$ cat config.mk
export PLATFORM = sky130hd
export DESIGN_NAME = stepper_ramp_sequencer
export DESIGN_NICKNAME = d
export VERILOG_FILES = /design/src/hdl/srs_pkg.sv /design/src/hdl/stepper_ramp_sequencer.sv
export VERILOG_INCLUDE_DIRS = /design/src /design/src/hdl
export SDC_FILE = /design/constraint.sdc
export NUM_CORES = 1
export LEC_CHECK = 0
export ABC_AREA = 1
export ABC_CLOCK_PERIOD_IN_PS = 10800
export BUFFER_PORTS_ARGS = -buffer_cell sky130_fd_sc_hd__buf_2
export CAP_MARGIN = 20
export CORE_ASPECT_RATIO = 1.4
export CORE_UTILIZATION = 64
export CTS_CLUSTER_DIAMETER = 150
export CTS_CLUSTER_SIZE = 14
export DETAILED_ROUTE_END_ITERATION = 7
export GPL_TIMING_DRIVEN = 0
export PLACE_DENSITY = 0.84
export SKIP_LAST_GASP = 1
export SLEW_MARGIN = 20
export SYNTH_ARGS = -nofsm -noshare
export SYNTH_HDL_FRONTEND = slang
export SYNTH_SLANG_ARGS = --single-unit
$ cat constraint.sdc
create_clock -name clock -period 10.8 [get_ports clock]
set_input_delay 1.08 -clock clock [delete_from_list [all_inputs] [get_ports clock]]
set_output_delay 1.08 -clock clock [all_outputs]
set_load 0.02 [all_outputs]
$ cat src/hdl/assert_macros.svh
// ----------------------------------------------------------------------------
// assert_macros.svh
// Assertion helpers shared by the stepper ramp sequencer RTL; they collapse
// to nothing for synthesis.
// ----------------------------------------------------------------------------
`ifndef ASSERT_MACROS_SVH
`define ASSERT_MACROS_SVH

`ifndef SYNTHESIS

// property checked on every rising clock edge outside reset
`define SRS_ASSERT(label, clk, rst, prop, msg) \
   label: assert property (@(posedge clk) disable iff (rst) (prop)) else $error(msg);

// antecedent in one cycle implies consequent in the next
`define SRS_ASSERT_NEXT(label, clk, rst, ante, cons, msg) \
   label: assert property (@(posedge clk) disable iff (rst) (ante) |=> (cons)) else $error(msg);

`else

`define SRS_ASSERT(label, clk, rst, prop, msg)
`define SRS_ASSERT_NEXT(label, clk, rst, ante, cons, msg)

`endif

`endif

$ cat src/hdl/srs_pkg.sv
// ----------------------------------------------------------------------------
// srs_pkg
// Widths, register indexes, reset values and word layouts of the stepper
// ramp sequencer.
// ----------------------------------------------------------------------------
package srs_pkg;

   localparam int unsigned PatW      = 6;
   localparam int unsigned DelayW    = 8;
   localparam int unsigned RampW     = 8;
   localparam int unsigned PosW      = 10;
   localparam int unsigned CountW    = 16;
   localparam int unsigned CoilW     = 2;
   localparam int unsigned CsrIdxW   = 3;
   localparam int unsigned CsrDataW  = 10;
   localparam int unsigned ReqDataW  = 24;
   localparam int unsigned RspDataW  = 24;

   // register indexes
   localparam logic [CsrIdxW-1:0] CSR_PATTERN_A    = 3'd0;
   localparam logic [CsrIdxW-1:0] CSR_PATTERN_B    = 3'd1;
   localparam logic [CsrIdxW-1:0] CSR_PATTERN_C    = 3'd2;
   localparam logic [CsrIdxW-1:0] CSR_PATTERN_D    = 3'd3;
   localparam logic [CsrIdxW-1:0] CSR_START_DELAY  = 3'd4;
   localparam logic [CsrIdxW-1:0] CSR_RAMP_STEPS   = 3'd5;
   localparam logic [CsrIdxW-1:0] CSR_POSITION_TOP = 3'd6;

   // register reset values
   localparam logic [PatW-1:0]   PATTERN_A_RST    = 6'h36;
   localparam logic [PatW-1:0]   PATTERN_B_RST    = 6'h2e;
   localparam logic [PatW-1:0]   PATTERN_C_RST    = 6'h2d;
   localparam logic [PatW-1:0]   PATTERN_D_RST    = 6'h35;
   localparam logic [DelayW-1:0] START_DELAY_RST  = 8'd20;
   localparam logic [RampW-1:0]  RAMP_STEPS_RST   = 8'd13;
   localparam logic [PosW-1:0]   POSITION_TOP_RST = 10'd200;

   // input word, tdata bits from the low end
   typedef struct packed {
      logic [CountW-1:0] move_count;
      logic              reverse;
   } req_word_type;

   // result word, tdata bits from the low end
   typedef struct packed {
      logic            refused;
      logic            busy_res;
      logic [PosW-1:0] position;
      logic [PatW-1:0] coil_pattern;
   } rsp_word_type;

   localparam int unsigned ReqPadW = ReqDataW - $bits(req_word_type);
   localparam int unsigned RspPadW = RspDataW - $bits(rsp_word_type);

endpackage

$ cat src/hdl/stepper_ramp_sequencer.sv
// ----------------------------------------------------------------------------
// stepper_ramp_sequencer
// Full-step stepper sequencer with a trapezoidal delay ramp, driven by
// millisecond tick words and move command words.
// ----------------------------------------------------------------------------
//  channel  direction  tdata                                   tuser
//  req_     in         reverse, move_count                     func
//  rsp_     out        coil_pattern, position, busy, refused   -
//  csr_     in         write data, index 0..6                  -
//
//  one word per cycle sustained while rsp_ is not stalled; an accepted word
//  goes into the input register, and its result is then loaded into the
//  result register and presented on rsp_
//  the whole state update is one pass of counter logic between them
//  a stalled rsp_ holds the result register and then the input register
//  reset clears the valid flags and sequencer state and loads the register defaults
// ----------------------------------------------------------------------------
`include "assert_macros.svh"

module stepper_ramp_sequencer (
   input  logic                           clock,
   input  logic                           reset,
   input  logic                           req_tvalid,
   output logic                           req_tready,
   input  logic [srs_pkg::ReqDataW-1:0]   req_tdata,   // reverse, move_count[15:0], zeros
   input  logic                           req_tuser,   // func
   output logic                           rsp_tvalid,
   input  logic                           rsp_tready,
   output logic [srs_pkg::RspDataW-1:0]   rsp_tdata,   // coil_pattern[5:0], position[9:0],
                                                       // busy_res, refused, zeros
   input  logic                           csr_we,
   input  logic [srs_pkg::CsrIdxW-1:0]    csr_index,
   input  logic [srs_pkg::CsrDataW-1:0]   csr_wdata
);
   import srs_pkg::*;

   // configuration registers
   logic [PatW-1:0]   pattern_a_ff, pattern_b_ff, pattern_c_ff, pattern_d_ff;
   logic [DelayW-1:0] start_delay_ff;
   logic [RampW-1:0]  ramp_steps_ff;
   logic [PosW-1:0]   position_top_ff;

   // input register
   logic              in_valid_ff;
   logic              in_func_ff;
   req_word_type      in_word_ff;

   // sequencer state
   logic [CoilW-1:0]  coil_index_ff,     coil_index_in;
   logic [PosW-1:0]   rotor_position_ff, rotor_position_in;
   logic [DelayW-1:0] step_delay_ff,     step_delay_in;
   logic [CountW-1:0] step_index_ff,     step_index_in;
   logic [CountW-1:0] steps_total_ff,    steps_total_in;
   logic [DelayW-1:0] wait_ticks_ff,     wait_ticks_in;
   logic              moving_back_ff,    moving_back_in;
   logic              in_motion_ff,      in_motion_in;
   logic [PatW-1:0]   driven_pattern_ff, driven_pattern_in;
   logic              refused_in;

   // result register
   logic              rsp_valid_ff;
   rsp_word_type      rsp_word_ff, rsp_word_in;

   logic              take;
   logic              dir_back;
   logic [CoilW-1:0]  coil_step;
   logic [PatW-1:0]   step_pattern;
   logic [DelayW-1:0] start_sat;
   logic [CountW-1:0] steps_left;
   logic              ramp_down, ramp_up;
   logic [DelayW+1:0] delay_raw;
   logic [DelayW-1:0] delay_sat;
   logic [PosW:0]     pos_inc;
   logic [PosW-1:0]   pos_next;
   logic [CountW-1:0] index_next;
   logic              move_done;
   logic              wait_end;
   logic [DelayW-1:0] wait_dec;

   // handshakes
   assign take       = in_valid_ff && (!rsp_valid_ff || rsp_tready);
   assign req_tready = !in_valid_ff || take;
   assign rsp_tvalid = rsp_valid_ff;
   assign rsp_tdata  = {{RspPadW{1'b0}}, rsp_word_ff};

   // configuration writes
   always_ff @(posedge clock) begin
      if (reset) begin
         pattern_a_ff    <= PATTERN_A_RST;
         pattern_b_ff    <= PATTERN_B_RST;
         pattern_c_ff    <= PATTERN_C_RST;
         pattern_d_ff    <= PATTERN_D_RST;
         start_delay_ff  <= START_DELAY_RST;
         ramp_steps_ff   <= RAMP_STEPS_RST;
         position_top_ff <= POSITION_TOP_RST;
      end else if (csr_we) begin
         unique case (csr_index)
            CSR_PATTERN_A:    pattern_a_ff    <= csr_wdata[PatW-1:0];
            CSR_PATTERN_B:    pattern_b_ff    <= csr_wdata[PatW-1:0];
            CSR_PATTERN_C:    pattern_c_ff    <= csr_wdata[PatW-1:0];
            CSR_PATTERN_D:    pattern_d_ff    <= csr_wdata[PatW-1:0];
            CSR_START_DELAY:  start_delay_ff  <= csr_wdata[DelayW-1:0];
            CSR_RAMP_STEPS:   ramp_steps_ff   <= csr_wdata[RampW-1:0];
            CSR_POSITION_TOP: position_top_ff <= csr_wdata[PosW-1:0];
            default: ;
         endcase
      end
   end

   // input register
   always_ff @(posedge clock) begin
      if (reset) begin
         in_valid_ff <= 1'b0;
      end else if (req_tready) begin
         in_valid_ff <= req_tvalid;
      end
   end

   always_ff @(posedge clock) begin
      if (req_tvalid && req_tready) begin
         in_func_ff <= req_tuser;
         in_word_ff <= req_tdata[$bits(req_word_type)-1:0];
      end
   end

   // next coil phase, direction from the new command at a move start
   assign dir_back  = in_func_ff ? in_word_ff.reverse : moving_back_ff;
   assign coil_step = dir_back ? coil_index_ff - 2'd1 : coil_index_ff + 2'd1;

   always_comb begin
      unique case (coil_step)
         2'd0: step_pattern = pattern_a_ff;
         2'd1: step_pattern = pattern_b_ff;
         2'd2: step_pattern = pattern_c_ff;
         2'd3: step_pattern = pattern_d_ff;
      endcase
   end

   assign start_sat = (start_delay_ff == '0) ? DelayW'(1) : start_delay_ff;

   // ramp: down near the start, up near the end, clamp to 1..255
   assign steps_left = steps_total_ff - step_index_ff;
   assign ramp_down  = step_index_ff <= {{(CountW-RampW){1'b0}}, ramp_steps_ff};
   assign ramp_up    = steps_left <= {{(CountW-RampW){1'b0}}, ramp_steps_ff};
   assign delay_raw  = {2'b00, step_delay_ff} + {{(DelayW+1){1'b0}}, ramp_up}
                       - {{(DelayW+1){1'b0}}, ramp_down};
   assign delay_sat  = (delay_raw == '0)          ? DelayW'(1) :
                       (delay_raw[DelayW+1:DelayW] != 2'b00) ? {DelayW{1'b1}} :
                       delay_raw[DelayW-1:0];

   // position wrap between 0 and the top value
   assign pos_inc  = {1'b0, rotor_position_ff} + (PosW+1)'(1);
   assign pos_next = moving_back_ff ?
                     ((rotor_position_ff == '0) ? position_top_ff : rotor_position_ff - PosW'(1)) :
                     ((pos_inc > {1'b0, position_top_ff}) ? '0 : pos_inc[PosW-1:0]);

   assign index_next = step_index_ff + CountW'(1);
   assign move_done  = index_next >= steps_total_ff;
   assign wait_end   = wait_ticks_ff <= DelayW'(1);
   assign wait_dec   = (wait_ticks_ff == '0) ? '0 : wait_ticks_ff - DelayW'(1);

   always_comb begin
      coil_index_in     = coil_index_ff;
      rotor_position_in = rotor_position_ff;
      step_delay_in     = step_delay_ff;
      step_index_in     = step_index_ff;
      steps_total_in    = steps_total_ff;
      wait_ticks_in     = wait_ticks_ff;
      moving_back_in    = moving_back_ff;
      in_motion_in      = in_motion_ff;
      driven_pattern_in = driven_pattern_ff;
      refused_in        = 1'b0;
      if (in_func_ff) begin
         if (in_motion_ff) begin
            refused_in = 1'b1;
         end else begin
            steps_total_in = in_word_ff.move_count;
            step_index_in  = '0;
            step_delay_in  = start_sat;
            moving_back_in = in_word_ff.reverse;
            if (in_word_ff.move_count != '0) begin
               coil_index_in     = coil_step;
               driven_pattern_in = step_pattern;
               wait_ticks_in     = start_sat;
               in_motion_in      = 1'b1;
            end
         end
      end else if (in_motion_ff) begin
         wait_ticks_in = wait_dec;
         if (wait_end) begin
            step_delay_in     = delay_sat;
            rotor_position_in = pos_next;
            step_index_in     = index_next;
            if (move_done) begin
               in_motion_in = 1'b0;
            end else begin
               coil_index_in     = coil_step;
               driven_pattern_in = step_pattern;
               wait_ticks_in     = delay_sat;
            end
         end
      end
   end

   always_comb begin
      rsp_word_in.coil_pattern = driven_pattern_in;
      rsp_word_in.position     = rotor_position_in;
      rsp_word_in.busy_res     = in_motion_in;
      rsp_word_in.refused      = refused_in;
   end

   always_ff @(posedge clock) begin
      if (reset) begin
         coil_index_ff     <= '0;
         rotor_position_ff <= '0;
         step_delay_ff     <= '0;
         step_index_ff     <= '0;
         steps_total_ff    <= '0;
         wait_ticks_ff     <= '0;
         moving_back_ff    <= 1'b0;
         in_motion_ff      <= 1'b0;
         driven_pattern_ff <= '0;
      end else if (take) begin
         coil_index_ff     <= coil_index_in;
         rotor_position_ff <= rotor_position_in;
         step_delay_ff     <= step_delay_in;
         step_index_ff     <= step_index_in;
         steps_total_ff    <= steps_total_in;
         wait_ticks_ff     <= wait_ticks_in;
         moving_back_ff    <= moving_back_in;
         in_motion_ff      <= in_motion_in;
         driven_pattern_ff <= driven_pattern_in;
      end
   end

   // result register
   always_ff @(posedge clock) begin
      if (reset) begin
         rsp_valid_ff <= 1'b0;
      end else if (take) begin
         rsp_valid_ff <= 1'b1;
      end else if (rsp_tready) begin
         rsp_valid_ff <= 1'b0;
      end
   end

   always_ff @(posedge clock) begin
      if (take) begin
         rsp_word_ff <= rsp_word_in;
      end
   end

   `SRS_ASSERT(a_refused_busy, clock, reset, !(rsp_valid_ff && rsp_word_ff.refused) || rsp_word_ff.busy_res, "refused word without busy")
   `SRS_ASSERT(a_index_in_range, clock, reset, !in_motion_ff || (step_index_ff < steps_total_ff), "step index past move length")
   `SRS_ASSERT(a_wait_loaded, clock, reset, !in_motion_ff || (wait_ticks_ff != '0), "moving with empty wait count")
   `SRS_ASSERT(a_delay_floor, clock, reset, !in_motion_ff || (step_delay_ff != '0), "moving with zero step delay")
   `SRS_ASSERT_NEXT(a_move_starts, clock, reset, take && in_func_ff && !in_motion_ff && (in_word_ff.move_count != '0), in_motion_ff, "move from idle did not start")

endmodule
==> qor.csv, run 1 <==
metric,value,unit
critPathSlowestCell,dfxtp_1,
syn-cell-area,0.00973,sq mm
grt_usage,35.6,%
synthArstFlopShare,0,%
place_congestion,0.947,
clock_path_buffers,2,
period_needed,5270,ps
cts_setup_buffers,0,
nets,1507,
clkTransAtPathRegs,60,ps
final_cell_mix,"nand2_1, inv_1, a21oi_1",
postCtsHoldBufs,0,
syn_to_final_growth,11.9,%
wl_per_cell,17.1,um
drc,0,
period_share,48.8,%
dieArea,0.0157,sq mm
clock_skew,11.8,ps
arrival,5600,ps
tightest_slew,1020,ps
synth_warnings,0,
first_global_vias,8966,
clk-insertion-delay-late,440,ps
overflow,0,
rr_worst_depth,30,
hold_viol_final,0,
tns,0,ps
layout_commonest_cell,nand2_1,
port_buffers,54,
critical_path_class,reg -> reg,
postCtsResizedCells,0,
place_area,0.0103,sq mm
start_util,65.2,%
via_per_inst,5.82,
holdWs,454,ps
timing.final.max_slew_violations,0,
cts_root_buffer,clkbuf_16,
critPathTopFamily,adder cells,
fmax,0.190,GHz
cts_htree_levels,4,
fill_cells,1186,
ys_types,58,
cts_tree,built,
core_area,0.0149,sq mm
cts_buffers,17,
drtIter0Drc,726,
dr.pass1.iters,7,
hold_depth,2,
fp-row-count,53,
routed_wl,27200,um
synth_flop_cell,dfxtp_1,
crit_cells,30,
synth_edf_count,36,
grt_pass1_wl,43200,um
required,11130,ps
crit_fanout,6,
critPathMostFrequentCell,nand2_1,
synthTopCellsByArea,"dfxtp_1, edfxtp_1, ha_1, nand2_1, inv_1",
clock_sinks,156,
leakagePower,5.15,nW
die_x,106,um
final_cell_count_no_fill,1591,
ios,69,
ys_ff_latch,156,
hold_path.class,reg -> reg,
antenna_found_initial,0,
outcome,"complete, no violations",
dp.cells,1559,
stdcell_area,0.0109,sq mm
dp_hpwl,20100,um
dr_total_vias,9258,
synth_seq_area_share,35.8,%
rsz0062_at_grt,false,
syn_inst,1308,
ir_worst_vdd,0.107,mV
synth.largest_area_cell,dfxtp_1,
critPathMaxStageDelay,510,ps
path_buf_inv,4,
worstSetupStartpointType,flip-flop,
n_antenna_cell,0,
powerDensity,149,mW/mm^2
synth_top_area_share,24.7,%
drive_above_1_share,10.6,%
die_y,148,um
slew_headroom,31.7,%
max_cap_violations,0,
postSynthAreaPerCell,7.44,sq um
finalSetupViolCount,0,
grt_max_degree,28,
ant_nets,0,
end_kind,flip-flop,
## tightest hold or removal path, stage by stage (launching register included)
cell	delay, ps
dfxtp_1	300
inv_1	50
a21oi_1	60
## final timing paths
kind	startpoint	endpoint	slack, ps
max	step_index_ff[2]$_SDFFE_PP0P_	wait_ticks_ff[4]$_SDFFE_PP0P_	5530
min	pattern_c_ff[1]$_SDFFE_PP0P_	pattern_c_ff[1]$_SDFFE_PP0P_	450
max reg2reg	step_index_ff[2]$_SDFFE_PP0P_	wait_ticks_ff[4]$_SDFFE_PP0P_	5530
min reg2reg	pattern_c_ff[1]$_SDFFE_PP0P_	pattern_c_ff[1]$_SDFFE_PP0P_	450
## metal layers
layer / wire length (um) / GRT usage (%)
met1: 10300 / 38.5
met2: 13600 / 62.2
met3: 1530 / 5.34
met4: 1840 / 26.5
met5: 0 / 0
## kinds of logic after synthesis
logic type	Yosys count	synth area share (%)
AOI/OAI and AO/OA	295	16.9
xor gates and xnor gates	41	3.77
DFF	156	35.8
adders and majority gates	78	10.2
buffers and inverters	242	10.0
and+or+nand+nor	495	23.3
other	1	0.0385
## state kept, by name, indices dropped and copies added, names as in the netlist, 6 cells and up
name,cells
steps_total_ff,16
pattern_b_ff,6
pattern_a_ff,6
wait_ticks_ff,8
pattern_d_ff,6
rsp_tdata,18
position_top_ff,10
in_word_ff,17
pattern_c_ff,6
start_delay_ff,8
driven_pattern_ff,6
step_index_ff,16
rotor_position_ff,10
step_delay_ff,8
ramp_steps_ff,8
## synthesized netlist by cell type, drive strengths merged (3+ instances only)
| library cell | count |
|---|---|
| nor4 | 5 |
| o211ai | 12 |
| clkbuf | 24 |
| dfxtp | 120 |
| nand4 | 21 |
| edfxtp | 36 |
| nand2 | 235 |
| o21ai | 108 |
| ha | 76 |
| o22ai | 6 |
| inv | 197 |
| nor3 | 17 |
| buf | 18 |
| nor2 | 109 |
| a21o | 7 |
| xor2 | 34 |
| nand3 | 105 |
| a21oi | 126 |
| a22oi | 6 |
| xnor2 | 7 |
| o21bai | 3 |
| a31oi | 14 |
| clkinv | 3 |
## area by class of cell
type | count | area, sq um | share of cell area [%]
tap | 192 | 240 | 2.21
multi-input combinational | 915 | 5290 | 48.6
buffer | 42 | 213 | 1.95
sequential | 156 | 3480 | 32.0
clock buffer | 19 | 433 | 3.98
clock inverter | 13 | 193 | 1.77
inverter | 200 | 766 | 7.03
timing repair buffer | 54 | 270 | 2.48
## power by group
group	switching (mW)	leakage, nW	total (mW)	internal (mW)
combinational	0.222	3.53	0.332	0.110
clock	0.256	0.293	0.645	0.389
sequential	0.0151	1.33	0.640	0.625
total	0.493	5.15	1.62	1.12
## stage by stage
| stage | util (%) | worst slack, ps | power (mW) |
|---|---|---|---|
| after floorplan | - | 6470 | 0.887 |
| after global placement | 68.8 | 5710 | 0.966 |
| after detailed placement | 68.8 | 5670 | 0.974 |
| after CTS | 73.0 | 5630 | 1.61 |
| after global routing | 73.0 | 5030 | 1.68 |
| final | 73.0 | 5530 | 1.62 |
Power figures use the tool's default switching activity.
==> inputs of run 2 (changes only) <==
--- a/config.mk
+++ b/config.mk
@@ -6,17 +6,17 @@
 export SDC_FILE = /design/constraint.sdc
 export NUM_CORES = 1
 export LEC_CHECK = 0
-export ABC_AREA = 1
-export ABC_CLOCK_PERIOD_IN_PS = 10800
+export ABC_AREA = 0
+export ABC_CLOCK_PERIOD_IN_PS = 5250
 export BUFFER_PORTS_ARGS = -buffer_cell sky130_fd_sc_hd__buf_2
 export CAP_MARGIN = 20
 export CORE_ASPECT_RATIO = 1.4
-export CORE_UTILIZATION = 64
+export CORE_UTILIZATION = 61
 export CTS_CLUSTER_DIAMETER = 150
 export CTS_CLUSTER_SIZE = 14
 export DETAILED_ROUTE_END_ITERATION = 7
 export GPL_TIMING_DRIVEN = 0
-export PLACE_DENSITY = 0.84
+export PLACE_DENSITY = 0.81
 export SKIP_LAST_GASP = 1
 export SLEW_MARGIN = 20
 export SYNTH_ARGS = -nofsm -noshare
==> constraint.sdc (replaced) <==
create_clock -name clock -period 5.25 [get_ports clock]
set_input_delay 0.525 -clock clock [delete_from_list [all_inputs] [get_ports clock]]
set_output_delay 0.525 -clock clock [all_outputs]
set_load 0.02 [all_outputs]
==> qor.csv, run 2 <==
metric,value,unit
outcome,finished with violations,
violations,setup timing,
grt_max_degree,28,
clock_skew,11.5,ps
fin_ws,-357,ps
rsz0062_at_grt,true,
hold_path.class,in -> reg,
final_cell_count_no_fill,1473,
ys_types,77,
rr_worst_depth,27,
overflow,0,
r2r_slack,-360,ps
die_y,150,um
synthTopCellsByArea,"dfxtp_1, edfxtp_1, ha_1, nand2_1, a21oi_1",
end_kind,flip-flop,
r2r-end,step_delay_ff[0]$_SDFFE_PP0P_,
stdcell_area,0.0110,sq mm
antenna_found_initial,0,
cts_root_buffer,clkbuf_16,
synth.most_common_cell,nand2_1,
syn_to_final_growth,15.2,%
clk-insertion-delay-late,430,ps
period_needed,5610,ps
fill_cells,1159,
dieArea,0.0162,sq mm
synthArstFlopShare,0,%
syn-cell-area,0.00958,sq mm
min-delay-start,req_tdata[9],
tightest_slew,961,ps
hold_end,in_word_ff[9]$_DFFE_PP_,
cts_htree_levels,4,
hold_viol_final,0,
ios,69,
max_cap_violations,0,
drtIter0Drc,777,
r2r-start,steps_total_ff[0]$_SDFFE_PP0P_,
routed_wl,27300,um
crit_fanout,3,
period_share,107,%
critical_path_class,reg -> reg,
fp-row-count,53,
largest_register_ffs,18,
worstSetupStartpointType,flip-flop,
start_util,63.1,%
final_cell_mix,"nand2_1, dfxtp_1, a21oi_1",
place_area,0.0101,sq mm
dp_slack,-919,ps
grt_pass1_wl,42400,um
core_area,0.0152,sq mm
dp.cells,1425,
grt_usage,33.9,%
power,3.14,mW
hold_depth,1,
cts_tree,built,
ant_nets,0,
leakagePower,4.45,nW
dr_total_vias,9131,
synth.largest_area_cell,dfxtp_1,
clkTransAtPathRegs,70,ps
fmax,0.178,GHz
timing.final.max_slew_violations,0,
nets,1388,
synth_edf_count,36,
dp_hpwl,19600,um
wl_per_cell,18.5,um
ir_worst_vdd,0.241,mV
ys_ff_latch,156,
cts_buffers,17,
syn_inst,1173,
die_x,108,um
clock_path_buffers,2,
first_global_vias,8725,
drive_above_1_share,14.1,%
finalSetupViolCount,16,
layout_commonest_cell,nand2_1,
powerDensity,285,mW/mm^2
synth_top_area_share,25.1,%
synth_seq_area_share,36.3,%
clock_sinks,156,
via_per_inst,6.20,
postSynthAreaPerCell,8.17,sq um
port_buffers,55,
place_congestion,0.970,
required,5550,ps
synth_warnings,0,
synth_flop_cell,dfxtp_1,
synth_common_cells,"nand2_1, dfxtp_1, a21oi_1",
drc,0,
arrival,5910,ps
slew_headroom,35.9,%
dr.pass1.iters,5,
## run 2: logic make-up after synthesis
kind of cell	share of synthesized area, %
and+or+nand+nor	20.4
DFF	36.3
other	0.0391
AOI/OAI and AO/OA	19.7
adders and majority gates	10.3
buffers and inverters	6.32
xor gates and xnor gates	3.56
muxes	3.26
## run 2: through the flow
stage | hold WS [ps] | util [%] | setup TNS (ps)
after floorplan | 436 | - | 0
after global placement | 444 | 66.6 | -8930
after detailed placement | 449 | 66.6 | -10940
after CTS | 262 | 71.8 | -2110
after global routing | 256 | 72.7 | -7030
final | 270 | 72.7 | -2740
## run 2: timing repair
action / in CTS / in global routing
pin swaps: 35 / 27
gates resized for setup: 40 / 21
setup buffers: 10 / 6
hold buffers: 0 / 0
endpoints found under the hold margin: 0 / 0
endpoints found under the setup margin: 16 / 16
## run 2: worst max path at each step
stage	from	endpoint	slack (ps)	cells after the start
2_1_floorplan	steps_total_ff[0]$_SDFFE_PP0P_	step_delay_ff[0]$_SDFFE_PP0P_	0.5	27
3_3_place_gp	steps_total_ff[0]$_SDFFE_PP0P_	step_delay_ff[0]$_SDFFE_PP0P_	-770	27
3_5_place_dp	steps_total_ff[0]$_SDFFE_PP0P_	step_delay_ff[0]$_SDFFE_PP0P_	-920	27
4_1_cts	steps_total_ff[0]$_SDFFE_PP0P_	step_delay_ff[0]$_SDFFE_PP0P_	-320	27
5_1_grt	steps_total_ff[0]$_SDFFE_PP0P_	step_delay_ff[0]$_SDFFE_PP0P_	-600	27
6_report	steps_total_ff[0]$_SDFFE_PP0P_	step_delay_ff[0]$_SDFFE_PP0P_	-360	27
## run 2: report_power, final
part | switching [mW] | leakage [nW] | internal [mW]
clock network | 0.535 | 0.280 | 0.677
registers | 0.0342 | 1.33 | 1.28
logic | 0.380 | 2.85 | 0.242
total | 0.950 | 4.45 | 2.19
## run 2: per-layer routing
metal / track usage [%] / vias up / wire length (um)
met5: 0 / - / 0
met4: 18.2 / 0 / 1310
met3: 5.93 / 98 / 1790
met2: 61.7 / 404 / 13900
met1: 36.8 / 4302 / 10300
li1: - / 4327 / -
## run 2: critical path, cell delays in order (launching register included)
cell and delay (ps):
dfxtp_2 360, inv_2 50, ha_4 160, fa_2 410, nand2b_4 180, a21oi_4 130
o21a_1 120, nor2_1 50, xnor2_1 160, ha_1 270, buf_4 140, nand4_1 100
a21oi_1 50, o22a_2 270, a2111oi_4 270, nand4_1 270, ha_1 390, inv_2 50
ha_4 150, inv_2 50, fa_2 200, nor2b_2 50, o31a_1 300, o221a_1 260
or3_4 380, a311o_1 360, o211ai_1 200, a21oi_1 100
## run 2: cell type report
cell class / instances / area [sq um] / share of cell area (%)
antenna: 1 / 2.50 / 0.0227
buffer: 64 / 292 / 2.64
clock buffer: 19 / 443 / 4.01
clock inverter: 13 / 130 / 1.18
inverter: 84 / 315 / 2.86
multi-input combinational: 874 / 5730 / 51.9
sequential: 156 / 3490 / 31.6
tap: 192 / 240 / 2.18
timing repair buffer: 70 / 395 / 3.58
==> inputs of run 3 (changes only) <==
--- a/config.mk
+++ b/config.mk
@@ -16,7 +16,7 @@
 export CTS_CLUSTER_SIZE = 14
 export DETAILED_ROUTE_END_ITERATION = 7
 export GPL_TIMING_DRIVEN = 0
-export PLACE_DENSITY = 0.81
+export PLACE_DENSITY_LB_ADDON = 0.3
 export SKIP_LAST_GASP = 1
 export SLEW_MARGIN = 20
 export SYNTH_ARGS = -nofsm -noshare
==> qor.csv, run 3 (same netlist as run 2, synthesis figures left out) <==
metric,value,unit
outcome,finished with violations,
violations,setup timing,
ant_nets,0,
tns,-2900,ps
overflow,0,
nets,1390,
leakagePower,4.44,nW
clock_sinks,156,
largest_register_ffs,18,
drive_above_1_share,14.1,%
arrival,5940,ps
critical_path_class,reg -> reg,
fp-row-count,53,
crit_end,step_delay_ff[0]$_SDFFE_PP0P_,
end_kind,flip-flop,
syn_to_final_growth,15.3,%
port_buffers,55,
rr_worst_depth,26,
cts_root_buffer,clkbuf_16,
clkTransAtPathRegs,70,ps
fin_ws,-395,ps
layout_commonest_cell,nand2_1,
postCtsHoldBufs,0,
period_needed,5640,ps
required,5540,ps
fmax,0.177,GHz
finalSetupViolCount,16,
r2r_slack,-390,ps
wl_per_cell,18.8,um
grt_pass1_wl,42600,um
cts_buffers,17,
grt_max_degree,28,
clk-insertion-delay-late,430,ps
die_y,150,um
r2r-start,step_index_ff[2]$_SDFFE_PP0P_,
via_per_inst,6.31,
worstSetupStartpointType,flip-flop,
min-delay-start,req_tuser,
ir_worst_vdd,0.246,mV
drc,0,
dp_hpwl,19700,um
dp.cells,1425,
stdcell_area,0.0110,sq mm
core_area,0.0152,sq mm
tightest_slew,991,ps
r2r-end,step_delay_ff[0]$_SDFFE_PP0P_,
cts_htree_levels,4,
place_congestion,0.932,
first_global_vias,8734,
powerDensity,283,mW/mm^2
die_x,108,um
startpoint,step_index_ff[2]$_SDFFE_PP0P_,
antenna_found_initial,0,
clock_skew,12.6,ps
hold_path.class,in -> reg,
power,3.13,mW
crit_fanout,7,
n_antenna_cell,0,
grt_usage,34.0,%
final_cell_count_no_fill,1474,
routed_wl,27800,um
timing.final.max_slew_violations,0,
ios,69,
dieArea,0.0162,sq mm
postLayoutCoreUtil,72.8,%
max_cap_violations,0,
hold_viol_final,0,
cts_tree,built,
start_util,63.1,%
slew_headroom,33.4,%
final_cell_mix,"nand2_1, dfxtp_1, a21oi_1",
period_share,108,%
dr.pass1.iters,6,
dr_total_vias,9296,
clock_path_buffers,2,
rsz0062_at_grt,true,
place_area,0.0101,sq mm
drtIter0Drc,763,
run 3: cell types whose count changed in the layout (fill, tap and decap cells not counted), moves of 2 or more:
cell      change
nand3_2       -2
clkinv_8      +3
nand3_1       +2
inv_6         +3
a21oi_1       -2
nand2_1       +3
a21oi_2       +2
clkinv_4      -2
buf_4         +2
nand2_4       -3
run 3: worst min-delay path by stage:
stage / to / slack (ps) / cells past startpoint
2_1_floorplan: start_delay_ff[0]$_SDFFE_PP0P_ / 440 / 2
3_3_place_gp: position_top_ff[9]$_SDFFE_PP0P_ / 440 / 2
3_5_place_dp: ramp_steps_ff[4]$_SDFFE_PP0P_ / 450 / 2
4_1_cts: in_func_ff$_DFFE_PP_ / 270 / 1
5_1_grt: in_func_ff$_DFFE_PP_ / 260 / 1
6_report: in_func_ff$_DFFE_PP_ / 270 / 1
run 3: per-stage QoR:
step,setup WS [ps],hold WS (ps)
after floorplan,0.471,436
after global placement,-717,444
after detailed placement,-874,448
after CTS,-207,266
after global routing,-601,257
final,-395,268
run 3: critical path, stage by stage, from the launching register on:
cell	delay [ps]
dfxtp_2	390
inv_1	90
ha_1	380
o21ai_1	110
a21o_1	200
nor2b_2	160
xnor2_1	160
ha_1	280
a21oi_2	210
nor2b_4	50
o21ai_1	110
nand2b_1	70
o22a_1	250
a2111oi_4	200
nand4_1	250
ha_1	350
inv_2	70
ha_4	130
inv_2	40
fa_2	370
nor2b_2	150
o31a_1	280
o32ai_4	110
or3_4	400
a311o_1	330
o211ai_1	250
a21oi_1	100
run 3: area by class of cell:
class | instances | area (sq um)
clock buffer | 17 | 425
tap | 192 | 240
multi-input combinational | 874 | 5720
inverter | 84 | 315
sequential | 156 | 3490
fill | 1152 | 4140
timing repair buffer | 72 | 410
buffer | 64 | 292
clock inverter | 15 | 153
run 3: what timing repair did:
action | in CTS | in global routing
resized for setup | 35 | 21
buffers inserted | 13 | 4
setup endpoints to repair | 16 | 16
pin swaps | 22 | 11
run 3: metal layers:
layer / GRT usage [%] / share of wire (%) / vias up
li1: - / - / 4339
met1: 37.3 / 37 / 4383
met2: 60.6 / 51 / 436
met3: 4.94 / 6.1 / 138
met4: 21.9 / 6.3 / 0
met5: 0 / 0 / -
run 3: power by group:
| part | total, mW | internal [mW] | switching (mW) |
|---|---|---|---|
| registers | 1.31 | 1.28 | 0.0346 |
| clock network | 1.20 | 0.632 | 0.567 |
| logic | 0.623 | 0.241 | 0.382 |
